$ cat config.mk
export PLATFORM = sky130hd
export DESIGN_NAME = tick_clock_event_scheduler_core
export DESIGN_NICKNAME = d
export VERILOG_FILES = /design/src/sv/tcs_pkg.sv /design/src/sv/tcs_ctrl.sv /design/src/sv/tcs_dp.sv /design/src/sv/tick_clock_event_scheduler_core.sv
export SDC_FILE = /design/constraint.sdc
export NUM_CORES = 2
export LEC_CHECK = 0
export BUFFER_PORTS_ARGS = -buffer_cell sky130_fd_sc_hd__clkbuf_2
export CORE_MARGIN = 3
export CORE_UTILIZATION = 39
export DETAILED_ROUTE_END_ITERATION = 6
export PLACE_DENSITY_LB_ADDON = 0.2
export SLEW_MARGIN = 20
export SYNTH_ARGS = -nofsm -noshare
export SYNTH_HDL_FRONTEND = slang
export SYNTH_SLANG_ARGS = --single-unit
$ cat constraint.sdc
create_clock -name clk -period 22.4 [get_ports clk]
set_clock_uncertainty 0.2 [all_clocks]
set_input_delay 2.24 -clock clk [delete_from_list [all_inputs] [get_ports clk]]
set_output_delay 2.24 -clock clk [all_outputs]
set_load 0.05 [all_outputs]
$ cat src/sv/tcs_pkg.sv
// Shared types and constants for the tick clock event scheduler.
`default_nettype none
package tcs_pkg;

  localparam int SECS_W = 32;
  localparam int FRAC_W = 10;
  localparam int TAG_W  = 16;
  localparam int SLOT_W = 4;
  localparam int OP_W   = 2;

  localparam logic [OP_W-1:0] OP_TICK  = 2'd0;
  localparam logic [OP_W-1:0] OP_SCHED = 2'd1;
  localparam logic [OP_W-1:0] OP_SET   = 2'd2;

  typedef struct packed {
    logic [SECS_W-1:0] due_secs;
    logic [FRAC_W-1:0] due_frac;
    logic [SECS_W-1:0] rep_secs;
    logic [FRAC_W-1:0] rep_frac;
    logic [TAG_W-1:0]  tag;
  } slot_t;

  typedef enum logic [2:0] {
    ST_IDLE,
    ST_ADV,
    ST_SCAN,
    ST_DRAIN,
    ST_FIND,
    ST_SETT,
    ST_PLAIN
  } state_t;

  typedef struct packed {
    logic cap;
    logic clk_adv;
    logic clk_load;
    logic scan_step;
    logic find_step;
    logic place;
    logic full;
    logic plain;
    logic drain;
  } cmd_t;

  typedef struct packed {
    logic cnt_end;
    logic slot_free;
  } stat_t;

endpackage
`default_nettype wire

$ cat src/sv/tcs_ctrl.sv
// Sequencer for the scheduler: op decode, slot scan and free-slot search.
`default_nettype none
module tcs_ctrl (
  input  wire logic                     clk,
  input  wire logic                     rst,
  input  wire logic                     start,
  input  wire logic [tcs_pkg::OP_W-1:0] opcode,
  input  wire tcs_pkg::stat_t           stat,
  output tcs_pkg::cmd_t                 cmd,
  output logic                          busy
);

  tcs_pkg::state_t state, state_next;

  always_ff @(posedge clk) begin
    if (rst) begin
      state <= tcs_pkg::ST_IDLE;
    end else begin
      state <= state_next;
    end
  end

  always_comb begin
    state_next = state;
    case (state)
      tcs_pkg::ST_IDLE: begin
        if (start) begin
          case (opcode)
            tcs_pkg::OP_TICK:  state_next = tcs_pkg::ST_ADV;
            tcs_pkg::OP_SCHED: state_next = tcs_pkg::ST_FIND;
            tcs_pkg::OP_SET:   state_next = tcs_pkg::ST_SETT;
            default:           state_next = tcs_pkg::ST_PLAIN;
          endcase
        end
      end
      tcs_pkg::ST_ADV:   state_next = tcs_pkg::ST_SCAN;
      tcs_pkg::ST_SCAN: begin
        if (stat.cnt_end) state_next = tcs_pkg::ST_DRAIN;
      end
      tcs_pkg::ST_DRAIN: state_next = tcs_pkg::ST_IDLE;
      tcs_pkg::ST_FIND: begin
        if (stat.cnt_end || stat.slot_free) state_next = tcs_pkg::ST_IDLE;
      end
      tcs_pkg::ST_SETT:  state_next = tcs_pkg::ST_PLAIN;
      tcs_pkg::ST_PLAIN: state_next = tcs_pkg::ST_IDLE;
      default:           state_next = tcs_pkg::ST_IDLE;
    endcase
  end

  always_comb begin
    cmd  = '0;
    busy = 1'b1;
    case (state)
      tcs_pkg::ST_IDLE: begin
        busy    = 1'b0;
        cmd.cap = start;
      end
      tcs_pkg::ST_ADV:   cmd.clk_adv = 1'b1;
      tcs_pkg::ST_SCAN:  cmd.scan_step = !stat.cnt_end;
      tcs_pkg::ST_DRAIN: cmd.drain = 1'b1;
      tcs_pkg::ST_FIND: begin
        cmd.full      = stat.cnt_end;
        cmd.place     = !stat.cnt_end && stat.slot_free;
        cmd.find_step = !stat.cnt_end && !stat.slot_free;
      end
      tcs_pkg::ST_SETT:  cmd.clk_load = 1'b1;
      tcs_pkg::ST_PLAIN: cmd.plain = 1'b1;
      default:           busy = 1'b0;
    endcase
  end

endmodule
`default_nettype wire

$ cat src/sv/tcs_dp.sv
// Scheduler datapath: wall clock, slot table memory, scan stage, result register.
`default_nettype none
module tcs_dp #(
  parameter int NUM_SLOTS = 16
) (
  input  wire logic                       clk,
  input  wire logic                       rst,
  input  wire tcs_pkg::cmd_t              cmd,
  output tcs_pkg::stat_t                  stat,
  input  wire logic                       cfg_we,
  input  wire logic [tcs_pkg::FRAC_W-1:0] cfg_wdata,
  input  wire logic [tcs_pkg::SECS_W-1:0] time_secs,
  input  wire logic [tcs_pkg::FRAC_W-1:0] time_frac,
  input  wire logic [tcs_pkg::SECS_W-1:0] period_secs,
  input  wire logic [tcs_pkg::FRAC_W-1:0] repeat_frac,
  input  wire logic [tcs_pkg::TAG_W-1:0]  event_tag,
  output logic                            done,
  output logic                            fired,
  output logic [tcs_pkg::SLOT_W-1:0]      slot_index,
  output logic [tcs_pkg::TAG_W-1:0]       tag_out,
  output logic                            accepted,
  output logic [tcs_pkg::SECS_W-1:0]      now_secs,
  output logic [tcs_pkg::FRAC_W-1:0]      now_frac,
  output logic                            last
);

  localparam int IDXW = (NUM_SLOTS > 1) ? $clog2(NUM_SLOTS) : 1;
  localparam int CNTW = $clog2(NUM_SLOTS + 1);
  localparam int XW   = (IDXW > tcs_pkg::SLOT_W) ? IDXW : tcs_pkg::SLOT_W;
  localparam int FW   = tcs_pkg::FRAC_W;
  localparam int SW   = tcs_pkg::SECS_W;

  logic [FW-1:0]        step_frac;
  logic [SW-1:0]        clk_secs;
  logic [FW-1:0]        clk_frac;
  tcs_pkg::slot_t       in_slot;
  logic [CNTW-1:0]      cnt;
  logic [IDXW-1:0]      cnt_idx;
  logic [NUM_SLOTS-1:0] used;
  tcs_pkg::slot_t       mem [NUM_SLOTS];
  tcs_pkg::slot_t       rd_data;
  logic [IDXW-1:0]      rd_idx;
  logic                 rd_vld;
  logic                 pend_vld;
  logic [IDXW-1:0]      pend_idx;
  logic [tcs_pkg::TAG_W-1:0] pend_tag;

  logic                 due, one_shot, hit;
  logic [SW-1:0]        base_secs;
  logic [FW:0]          due_fsum;
  logic [FW:0]          clk_fsum;
  tcs_pkg::slot_t       upd;
  logic                 mem_we;
  logic [IDXW-1:0]      mem_waddr;
  tcs_pkg::slot_t       mem_wdata;
  logic [XW-1:0]        pend_x, cnt_x;

  logic                              done_next, fired_next, accepted_next, last_next;
  logic [tcs_pkg::SLOT_W-1:0]        slot_next;
  logic [tcs_pkg::TAG_W-1:0]         tag_next;

  assign cnt_idx        = cnt[IDXW-1:0];
  assign stat.cnt_end   = (cnt == CNTW'(NUM_SLOTS));
  assign stat.slot_free = !used[cnt_idx];

  always_ff @(posedge clk) begin
    if (rst) begin
      step_frac <= FW'(1);
    end else if (cfg_we) begin
      step_frac <= cfg_wdata;
    end
  end

  // Clock advance: both terms below 1024, so the carry out of one add is the seconds increment.
  assign clk_fsum = {1'b0, clk_frac} + {1'b0, step_frac};

  always_ff @(posedge clk) begin
    if (rst) begin
      clk_secs <= '0;
      clk_frac <= '0;
    end else if (cmd.clk_adv) begin
      clk_frac <= clk_fsum[FW-1:0];
      clk_secs <= clk_secs + SW'(clk_fsum[FW]);
    end else if (cmd.clk_load) begin
      clk_secs <= in_slot.due_secs;
      clk_frac <= in_slot.due_frac;
    end
  end

  always_ff @(posedge clk) begin
    if (cmd.cap) begin
      in_slot.due_secs <= time_secs;
      in_slot.due_frac <= time_frac;
      in_slot.rep_secs <= period_secs;
      in_slot.rep_frac <= repeat_frac;
      in_slot.tag      <= event_tag;
    end
  end

  always_ff @(posedge clk) begin
    if (rst) begin
      cnt <= '0;
    end else if (cmd.cap) begin
      cnt <= '0;
    end else if (cmd.scan_step || cmd.find_step) begin
      cnt <= cnt + CNTW'(1);
    end
  end

  // Evaluate the slot read in the previous cycle.
  assign due       = (rd_data.due_secs < clk_secs) ||
                     ((rd_data.due_secs == clk_secs) && (rd_data.due_frac <= clk_frac));
  assign one_shot  = (rd_data.rep_secs == '0) && (rd_data.rep_frac == '0);
  assign hit       = rd_vld && due;
  assign base_secs = ((rd_data.due_secs == '0) && (rd_data.due_frac == '0)) ?
                     clk_secs : rd_data.due_secs;
  assign due_fsum  = {1'b0, rd_data.due_frac} + {1'b0, rd_data.rep_frac};

  always_comb begin
    upd          = rd_data;
    upd.due_frac = due_fsum[FW-1:0];
    upd.due_secs = base_secs + rd_data.rep_secs + SW'(due_fsum[FW]);
  end

  assign mem_we    = cmd.place || (hit && !one_shot);
  assign mem_waddr = cmd.place ? cnt_idx : rd_idx;
  assign mem_wdata = cmd.place ? in_slot : upd;

  always_ff @(posedge clk) begin
    if (mem_we) begin
      mem[mem_waddr] <= mem_wdata;
    end
    if (cmd.scan_step) begin
      rd_data <= mem[cnt_idx];
    end
    rd_idx <= cnt_idx;
  end

  always_ff @(posedge clk) begin
    if (rst) begin
      rd_vld <= 1'b0;
    end else begin
      rd_vld <= cmd.scan_step && used[cnt_idx];
    end
  end

  always_ff @(posedge clk) begin
    if (rst) begin
      used <= '0;
    end else begin
      if (cmd.place) used[cnt_idx] <= 1'b1;
      if (hit && one_shot) used[rd_idx] <= 1'b0;
    end
  end

  // One fired result is held back until the scan shows whether it is the last.
  always_ff @(posedge clk) begin
    if (rst) begin
      pend_vld <= 1'b0;
    end else if (cmd.cap) begin
      pend_vld <= 1'b0;
    end else if (hit) begin
      pend_vld <= 1'b1;
    end
  end

  always_ff @(posedge clk) begin
    if (hit) begin
      pend_idx <= rd_idx;
      pend_tag <= rd_data.tag;
    end
  end

  assign pend_x = XW'(pend_idx);
  assign cnt_x  = XW'(cnt_idx);

  always_comb begin
    done_next     = 1'b0;
    fired_next    = 1'b0;
    slot_next     = '0;
    tag_next      = '0;
    accepted_next = 1'b0;
    last_next     = 1'b0;
    if (hit && pend_vld) begin
      done_next  = 1'b1;
      fired_next = 1'b1;
      slot_next  = pend_x[tcs_pkg::SLOT_W-1:0];
      tag_next   = pend_tag;
    end else if (cmd.drain) begin
      done_next  = 1'b1;
      last_next  = 1'b1;
      fired_next = pend_vld;
      if (pend_vld) begin
        slot_next = pend_x[tcs_pkg::SLOT_W-1:0];
        tag_next  = pend_tag;
      end
    end else if (cmd.place) begin
      done_next     = 1'b1;
      last_next     = 1'b1;
      accepted_next = 1'b1;
      slot_next     = cnt_x[tcs_pkg::SLOT_W-1:0];
    end else if (cmd.full || cmd.plain) begin
      done_next = 1'b1;
      last_next = 1'b1;
    end
  end

  always_ff @(posedge clk) begin
    if (rst) begin
      done <= 1'b0;
    end else begin
      done <= done_next;
    end
  end

  always_ff @(posedge clk) begin
    fired      <= fired_next;
    slot_index <= slot_next;
    tag_out    <= tag_next;
    accepted   <= accepted_next;
    last       <= last_next;
    now_secs   <= clk_secs;
    now_frac   <= clk_frac;
  end

endmodule
`default_nettype wire

$ cat src/sv/tick_clock_event_scheduler_core.sv
// Top level of the tick clock event scheduler: sequencer plus datapath.
// Tick: steps the clock, then reads one slot per cycle, then gives the final
//   result; a fired result is held until the next due slot or the end of the scan.
// Schedule: searches from slot 0 for the first free slot and places the event there, or reports full.
// Set time: loads the clock, then gives a plain result; unused opcode: plain result only.
// Synchronous active-high reset: clock 0, all slots free, step 1 fraction/tick.
// Results are one-cycle strobes on done; the receiver cannot stall them.
`default_nettype none
module tick_clock_event_scheduler_core #(
  parameter int NUM_SLOTS = 16
) (
  input  wire logic                       clk,
  input  wire logic                       rst,
  // configuration: fraction units added per tick
  input  wire logic                       cfg_we,
  input  wire logic [tcs_pkg::FRAC_W-1:0] cfg_wdata,
  // item in: taken when start && !busy
  input  wire logic                       start,
  output logic                            busy,
  input  wire logic [tcs_pkg::OP_W-1:0]   opcode,
  input  wire logic [tcs_pkg::SECS_W-1:0] time_secs,
  input  wire logic [tcs_pkg::FRAC_W-1:0] time_frac,
  input  wire logic [tcs_pkg::SECS_W-1:0] period_secs,
  input  wire logic [tcs_pkg::FRAC_W-1:0] repeat_frac,
  input  wire logic [tcs_pkg::TAG_W-1:0]  event_tag,
  // results out: one per done strobe
  output logic                            done,
  output logic                            fired,
  output logic [tcs_pkg::SLOT_W-1:0]      slot_index,
  output logic [tcs_pkg::TAG_W-1:0]       tag_out,
  output logic                            accepted,
  output logic [tcs_pkg::SECS_W-1:0]      now_secs,
  output logic [tcs_pkg::FRAC_W-1:0]      now_frac,
  output logic                            last
);

  tcs_pkg::cmd_t  cmd;
  tcs_pkg::stat_t stat;

  // Sequencer: decodes the op on accept, then walks the slot counter for ticks and schedules.
  tcs_ctrl u_ctrl (
    .clk    (clk),
    .rst    (rst),
    .start  (start),
    .opcode (opcode),
    .stat   (stat),
    .cmd    (cmd),
    .busy   (busy)
  );

  // Datapath: slot table is a single-port-write memory with registered read;
  // in-use bits live in flops so reset frees every slot at once.
  tcs_dp #(
    .NUM_SLOTS (NUM_SLOTS)
  ) u_dp (
    .clk         (clk),
    .rst         (rst),
    .cmd         (cmd),
    .stat        (stat),
    .cfg_we      (cfg_we),
    .cfg_wdata   (cfg_wdata),
    .time_secs   (time_secs),
    .time_frac   (time_frac),
    .period_secs (period_secs),
    .repeat_frac (repeat_frac),
    .event_tag   (event_tag),
    .done        (done),
    .fired       (fired),
    .slot_index  (slot_index),
    .tag_out     (tag_out),
    .accepted    (accepted),
    .now_secs    (now_secs),
    .now_frac    (now_frac),
    .last        (last)
  );

endmodule
`default_nettype wire

# Yosys cells after proc, flatten, opt, wreduce, memory -nomap -nowiden

Memories as Yosys holds them, arrays and structs flattened. A register that Yosys moved wholly into a read port is not among the register bits.
Index checks and enable logic that the tools add are counted.

Register bits after elaboration: 268
Latch bits: 0
Bits in writable memories: 1,600
Memory bits (read-only): 0
Output and inout bits: 67
Memories: 1

Memory list:

| memory   | words | width | rd ports | clocked after Yosys merged registers in | wr ports | RTL line     | source |
|---|---|---|---|---|---|---|---|
| u_dp.mem | 16    | 100   | 1        | 1                                       | 1        | tcs_dp.sv:40 | `tcs_pkg::slot_t mem [NUM_SLOTS];` |

Add/sub/neg operators: 6
$mul: 0
Div/mod/pow operators: 0
Magnitude comparators: 6
Eq/ne operators: 13
Shifts and indexed selects: 0
Muxes and demuxes: 44
Bitwise operators: 3
Reduce and logical (&&, ||, !) cells: 31

Operators by type and width:

| kind                                                                          | count |
|---|---|
| 100-bit two-way mux                                                           | 1 |
| 16-bit two-way mux                                                            | 6 |
| 32-bit two-way mux                                                            | 3 |
| 32-bit by 1-bit adder with 32-bit output                                      | 2 |
| 32-bit zero test                                                              | 2 |
| 32-bit adder                                                                  | 1 |
| 32-bit equality test                                                          | 1 |
| 32-bit less-than comparator                                                   | 1 |
| 10-bit by 10-bit adder with 11-bit output                                     | 2 |
| 10-bit zero test                                                              | 2 |
| 10-bit two-way mux                                                            | 2 |
| 4-bit two-way mux                                                             | 5 |
| 1-bit two-way mux                                                             | 18 |
| 16-bit bitwise AND                                                            | 1 |
| 16-bit inverter                                                               | 1 |
| 16-bit OR                                                                     | 1 |
| 3-bit one-hot mux with 5 select lines                                         | 1 |
| 1-bit logical AND                                                             | 12 |
| 3-bit two-way mux                                                             | 4 |
| 10-bit <= comparator                                                          | 1 |
| 4-bit by 5-bit less-than comparator with 1-bit output (second input constant) | 2 |
| 3-bit equality test (second input constant)                                   | 3 |
| 3-bit one-hot mux with 3 select lines                                         | 1 |
| 1-bit demux with 4-bit select                                                 | 2 |
| other kinds (18)                                                              | 28 |

# Logic depth before layout (Yosys ltp)

Word-level depth: 10
Mapped depth: 23
Mapped depth without buffers: 23

# By module

From an unflattened synthesis, not the netlist that was laid out.

Cell total of the unflattened synthesis: 3,737
Area total of the unflattened synthesis: 77,156.5 µm²

Modules (own cells, without submodules):

| module   | times used | cells an instance | area an instance (µm²) |
|---|---|---|---|
| tcs_dp   | 1          | 3,696             | 76,872.5 |
| tcs_ctrl | 1          | 41                | 284.0 |

# Worst setup path after synthesis

No wires, ideal clock.

Path type: in2reg
Start point: in start
End point: reg u_dp.cnt[0]
Setup time: 0.121 ns
Data arrival time: 13.577 ns
Data required time: 22.079 ns
Slack: 8.503 ns
Cell stages on the path: 4
Path buffers: 1
Cell sequence: nor4b_1 -> or2_2 -> buf_1 -> nor2_1

Longest elaborated chain between the ends: 2

Ends and longest elaborated chain:

| what                                | RTL line                              | source |
|---|---|---|
| start: declaration                  | tick_clock_event_scheduler_core.sv:18 | `input wire logic start,` |
| 1-bit two-way mux                   | tcs_ctrl.sv:53                        | `case (state)` |
| 2-bit OR reduction (no source line) | --                                    |  |
| end signal: assignment              | tcs_dp.sv:106                         | `cnt <= cnt + CNTW'(1);` |
| end: declaration                    | tcs_dp.sv:37                          | `logic [CNTW-1:0] cnt;` |

Every way passes these cells.
A chain may end at the register's enable or synchronous reset.

# Worst setup path in the final report

Start point: reg u_dp.cnt[3]
End point: mem u_dp.mem[5][2] in the netlist's numbering (enable)

Longest elaborated chain between the ends: 8
Elaborated cells between the ends (all ways): 11

Ends and longest elaborated chain:

| what                                      | RTL line       | source |
|---|---|---|
| 1-bit binary-select mux with 4-bit select | tcs_dp.sv:64   | `assign stat.slot_free = !used[cnt_idx];` |
| 1-bit two-way mux (not written as such)   | tcs_dp.sv:64   |  |
| 1-bit zero test                           | tcs_dp.sv:64   |  |
| 1-bit logical AND                         | tcs_ctrl.sv:63 | `cmd.place = !stat.cnt_end && stat.slot_free;` |
| 3-bit two-way mux                         | tcs_ctrl.sv:53 |  |
| 1-bit logical OR                          | tcs_dp.sv:125  | `assign mem_we = cmd.place \|\| (hit && !one_shot);` |
| 1-bit two-way mux                         | tcs_dp.sv:130  | `if (mem_we) begin` |
| 1-bit two-way mux (not written as such)   | tcs_dp.sv:131  | `mem[mem_waddr] <= mem_wdata;` |
| end: declaration                          | tcs_dp.sv:40   |  |

Several ways; a longest one is shown, not always the timed one. The select of a mux whose other input is x is not followed.

==> impl_results.md <==
* Final WS setup at 14,620 ps
* Global-route total usage across every layer at 0.196
* Mapped cell area at 77,100 um2
* Syn Nets at 3,952
* Clock Latency Late Sink at 850 ps
* Via count at 38,300
* Startpoint Class: flip-flop
* Worst slew pin tran at 1190 ps
* Core area at 196,000 um2
* DP HPWL at 114,000 um
* Drt total wl at 201,000 um
* GPL Wtd Cong at 0.825
* Syn_area_per_cell at 20.7 um2
* # diodes at 0
* Row Count at 162
* Placed Instances at 6,453
* Filler cells at 16,700
* Final slew viol count at 0
* Pwr dens at 91.2 nW/um2
* Static leakage at 27.6 nW
* Share of cells above drive strength 1 at 0.282
* Hold Crit Class: reg -> reg
* Fin nets at 4,251
* First-pass GRT wire length at 288,000 um
* WL per Instance at 29.3 um
* DRT iter0 DRCs at 3,754
* Routed vias/inst at 5.60
* RSZ-0062 raised after global routing: no
* CTS tree: done
* Grt met1 use at 0.280
* #FFs+latches synth at 1,968
* Register area share after synthesis at 0.747
* Worst path max stage delay at 920 ps
* Worst-path fanout max at 53
* Drt pass-1 iters at 7
* Clock buffer depth at 3
* Top FF cell, synth: edfxtp_1
* Peak VDD IR at 0.0886 mV
* Root Driver: clkbuf_16
* Outcome: finished clean
* M2 GR Usage at 0.315
* Most used cell, CP: buf_4
* Final setup fails at 0
* Type of the worst setup path: reg -> reg
* CP arrival at 8030 ps
* Vias in the first global route at 38,900
* Die H at 451 um
* F_max at 128 MHz
* Ports at 183
* Syn Inst Count at 3,734
* Leading area contributor after synthesis: edfxtp_1
* Setup TNS at 0 ps
* YS warnings at 0
* Routed Antenna Nets at 0
* Sink Count at 1,968
* Post-CTS Setup Bufs at 0
* Number of library cell types mapped by synthesis at 67
* Clock slew at reported path FFs at 60 ps
* Setup crit end kind: flip-flop
* Met3 Resource Use GR at 0.0282
* Slew HR at 0.209
* Max-cap violation count at 0
* P&R area growth vs syn at 14.1%
* Hold Violations, Final at 0
* Total power at 8.03 mW
* Die ar. at 203,000 um2
* Cts hold-fix bufs at 0
* CP delay by family, top: buffers and inverters
* Resized Gates After CTS at 0
* Busiest grt layer: met2
* H-tree lvl count at 4
* Initial antenna violation count at 5
* Largest net degree at the start of global routing at 106
* Die width at 451 um
* DRC viols at 0
* Gr ovfl total at 0
* Largest cells by area after synthesis: edfxtp_1, mux4_2, dfxtp_1, ha_1, mux2_2
* Pre-CTS WS at 14,610 ps
* Port Buf Inserts at 182
* Tmin final at 7780 ps
* Final std cells w/o fill at 6,838
* Required @ worst endpoint at 22,650 ps
* CP cell instances: buf_4 -> nor2_1 -> nand3_1 -> nand2_1 -> nor3_1 -> and2_4 -> buf_4 -> mux2_4 -> nand3_2 -> o21ai_4 -> buf_4 -> buf_4
* Num CTS Buffers at 202
* Starting Density at 0.394
* Sum of buffers and inverters on the critical path at 4
* Final worst-path cycle share at 0.348
* Fraction of registers with async set or reset after synthesis at 0
* Crit path max-delay cell type: dfxtp_4
* Number of synthesized flops with an enable pin at 1,820
* Synth top area share at 0.708
## cell type report
cell class | instances | area (um2) | area share
repair buffers | 283 | 1740 | 0.0197
inverters | 58 | 218 | 0.00247
well taps | 2624 | 3280 | 0.0373
clock inverters | 133 | 1080 | 0.0123
multi-input cells | 1520 | 18800 | 0.213
clock buffers | 252 | 5300 | 0.0602
flip-flops and latches | 1968 | 57600 | 0.655
## metal layers
layer | part of all wire | vias to the layer above
met5 | 0 | -
met4 | 0.027 | 0
met3 | 0.055 | 292
met2 | 0.48 | 1262
met1 | 0.44 | 20600
li1 | - | 16200
## synth_stat cells, types with 26 or more instances
master,number
nor3_1,35
buf_1,50
a211oi_1,39
dfxtp_1,148
a21o_1,73
edfxtp_1,1820
mux4_2,504
nand2_1,90
nor4_1,26
nor2_1,107
inv_1,58
o21ai_0,76
mux2_2,64
nand3_1,27
clkbuf_1,115
a21oi_1,68
ha_1,98
## worst reg2reg max path, delay by kind of cell, from the launching register on
kind | cells | cell delay (ps)
buffers and inverters | 4 | 3360
and+or+nand+nor | 6 | 1560
DFF | 1 | 920
AOI/OAI and AO/OA | 1 | 920
muxes | 1 | 350
## path summary, 6_finish.rpt
| kind | end | from | cells past startpoint | slack, ps |
|---|---|---|---|---|
| setup reg to reg | u_dp.mem[5][2]$_DFFE_PP_ | u_dp.cnt[3]$_SDFFE_PP0N_ | 12 | 14620 |
| hold reg to reg | u_dp.now_frac[3]$_DFF_P_ | u_dp.clk_frac[3]$_SDFFE_PP0P_ | 0 | 190 |
| hold / removal | u_dp.now_frac[3]$_DFF_P_ | u_dp.clk_frac[3]$_SDFFE_PP0P_ | 0 | 190 |
| setup / recovery | u_dp.mem[5][2]$_DFFE_PP_ | u_dp.cnt[3]$_SDFFE_PP0N_ | 12 | 14620 |
## power by group
group          switching, mW  leakage, nW  internal (mW)
sequential            0.0596         17.7           4.20
combinational          0.351         6.87          0.195
clock                   1.43         3.11           1.80
total                   1.84         27.6           6.19
## stage by stage
step / area [um2] / utilization / hold WS [ps]
floorplan: 77100 / - / 129
finish: 88000 / 0.450 / 187
global placement: 81600 / 0.417 / 178
global route: 88000 / 0.450 / 193
detailed placement: 81600 / 0.417 / 180
CTS: 88000 / 0.449 / 189
## registers in the layout (all words and copies together), names as in the netlist, 3 cells and up
name	flops
u_dp.now_frac	10
u_dp.now_secs	32
u_dp.slot_index	4
u_dp.rd_idx	4
u_dp.step_frac	10
u_dp.pend_idx	4
u_ctrl.state	3
u_dp.cnt	5
u_dp.used	16
u_dp.rd_data	100
u_dp.mem	1600
u_dp.clk_frac	10
u_dp.pend_tag	16
u_dp.clk_secs	32
u_dp.in_slot	100
u_dp.tag_out	16
## cell families (layout without fill, tap and decap cells)
logic type,count (synthesis),in the layout,share of synthesized area
xor+xnor,48,48,0.00545
fa+ha+maj,102,102,0.0169
compound gates,373,373,0.0324
flops,1968,1968,0.747
simple gates,411,411,0.0266
buf+inv,246,726,0.0129
mux,586,586,0.159
## cell usage in the layout (no fill, tap or decap), types with 26 or more instances in the layout
master     count
nand2_1       90
dfxtp_1      143
buf_4         96
mux2_2        64
edfxtp_1    1820
inv_1         58
clkbuf_1      44
nor4_1        26
a21o_1        73
nor3_1        34
ha_1          98
a21oi_1       68
mux4_2       504
clkinv_2      44
a211oi_1      39
clkbuf_2     181
o21ai_0       63
clkinv_1      50
clkbuf_16    202
nor2_1       107
nand3_1       27
Power figures use the tool's default switching activity.
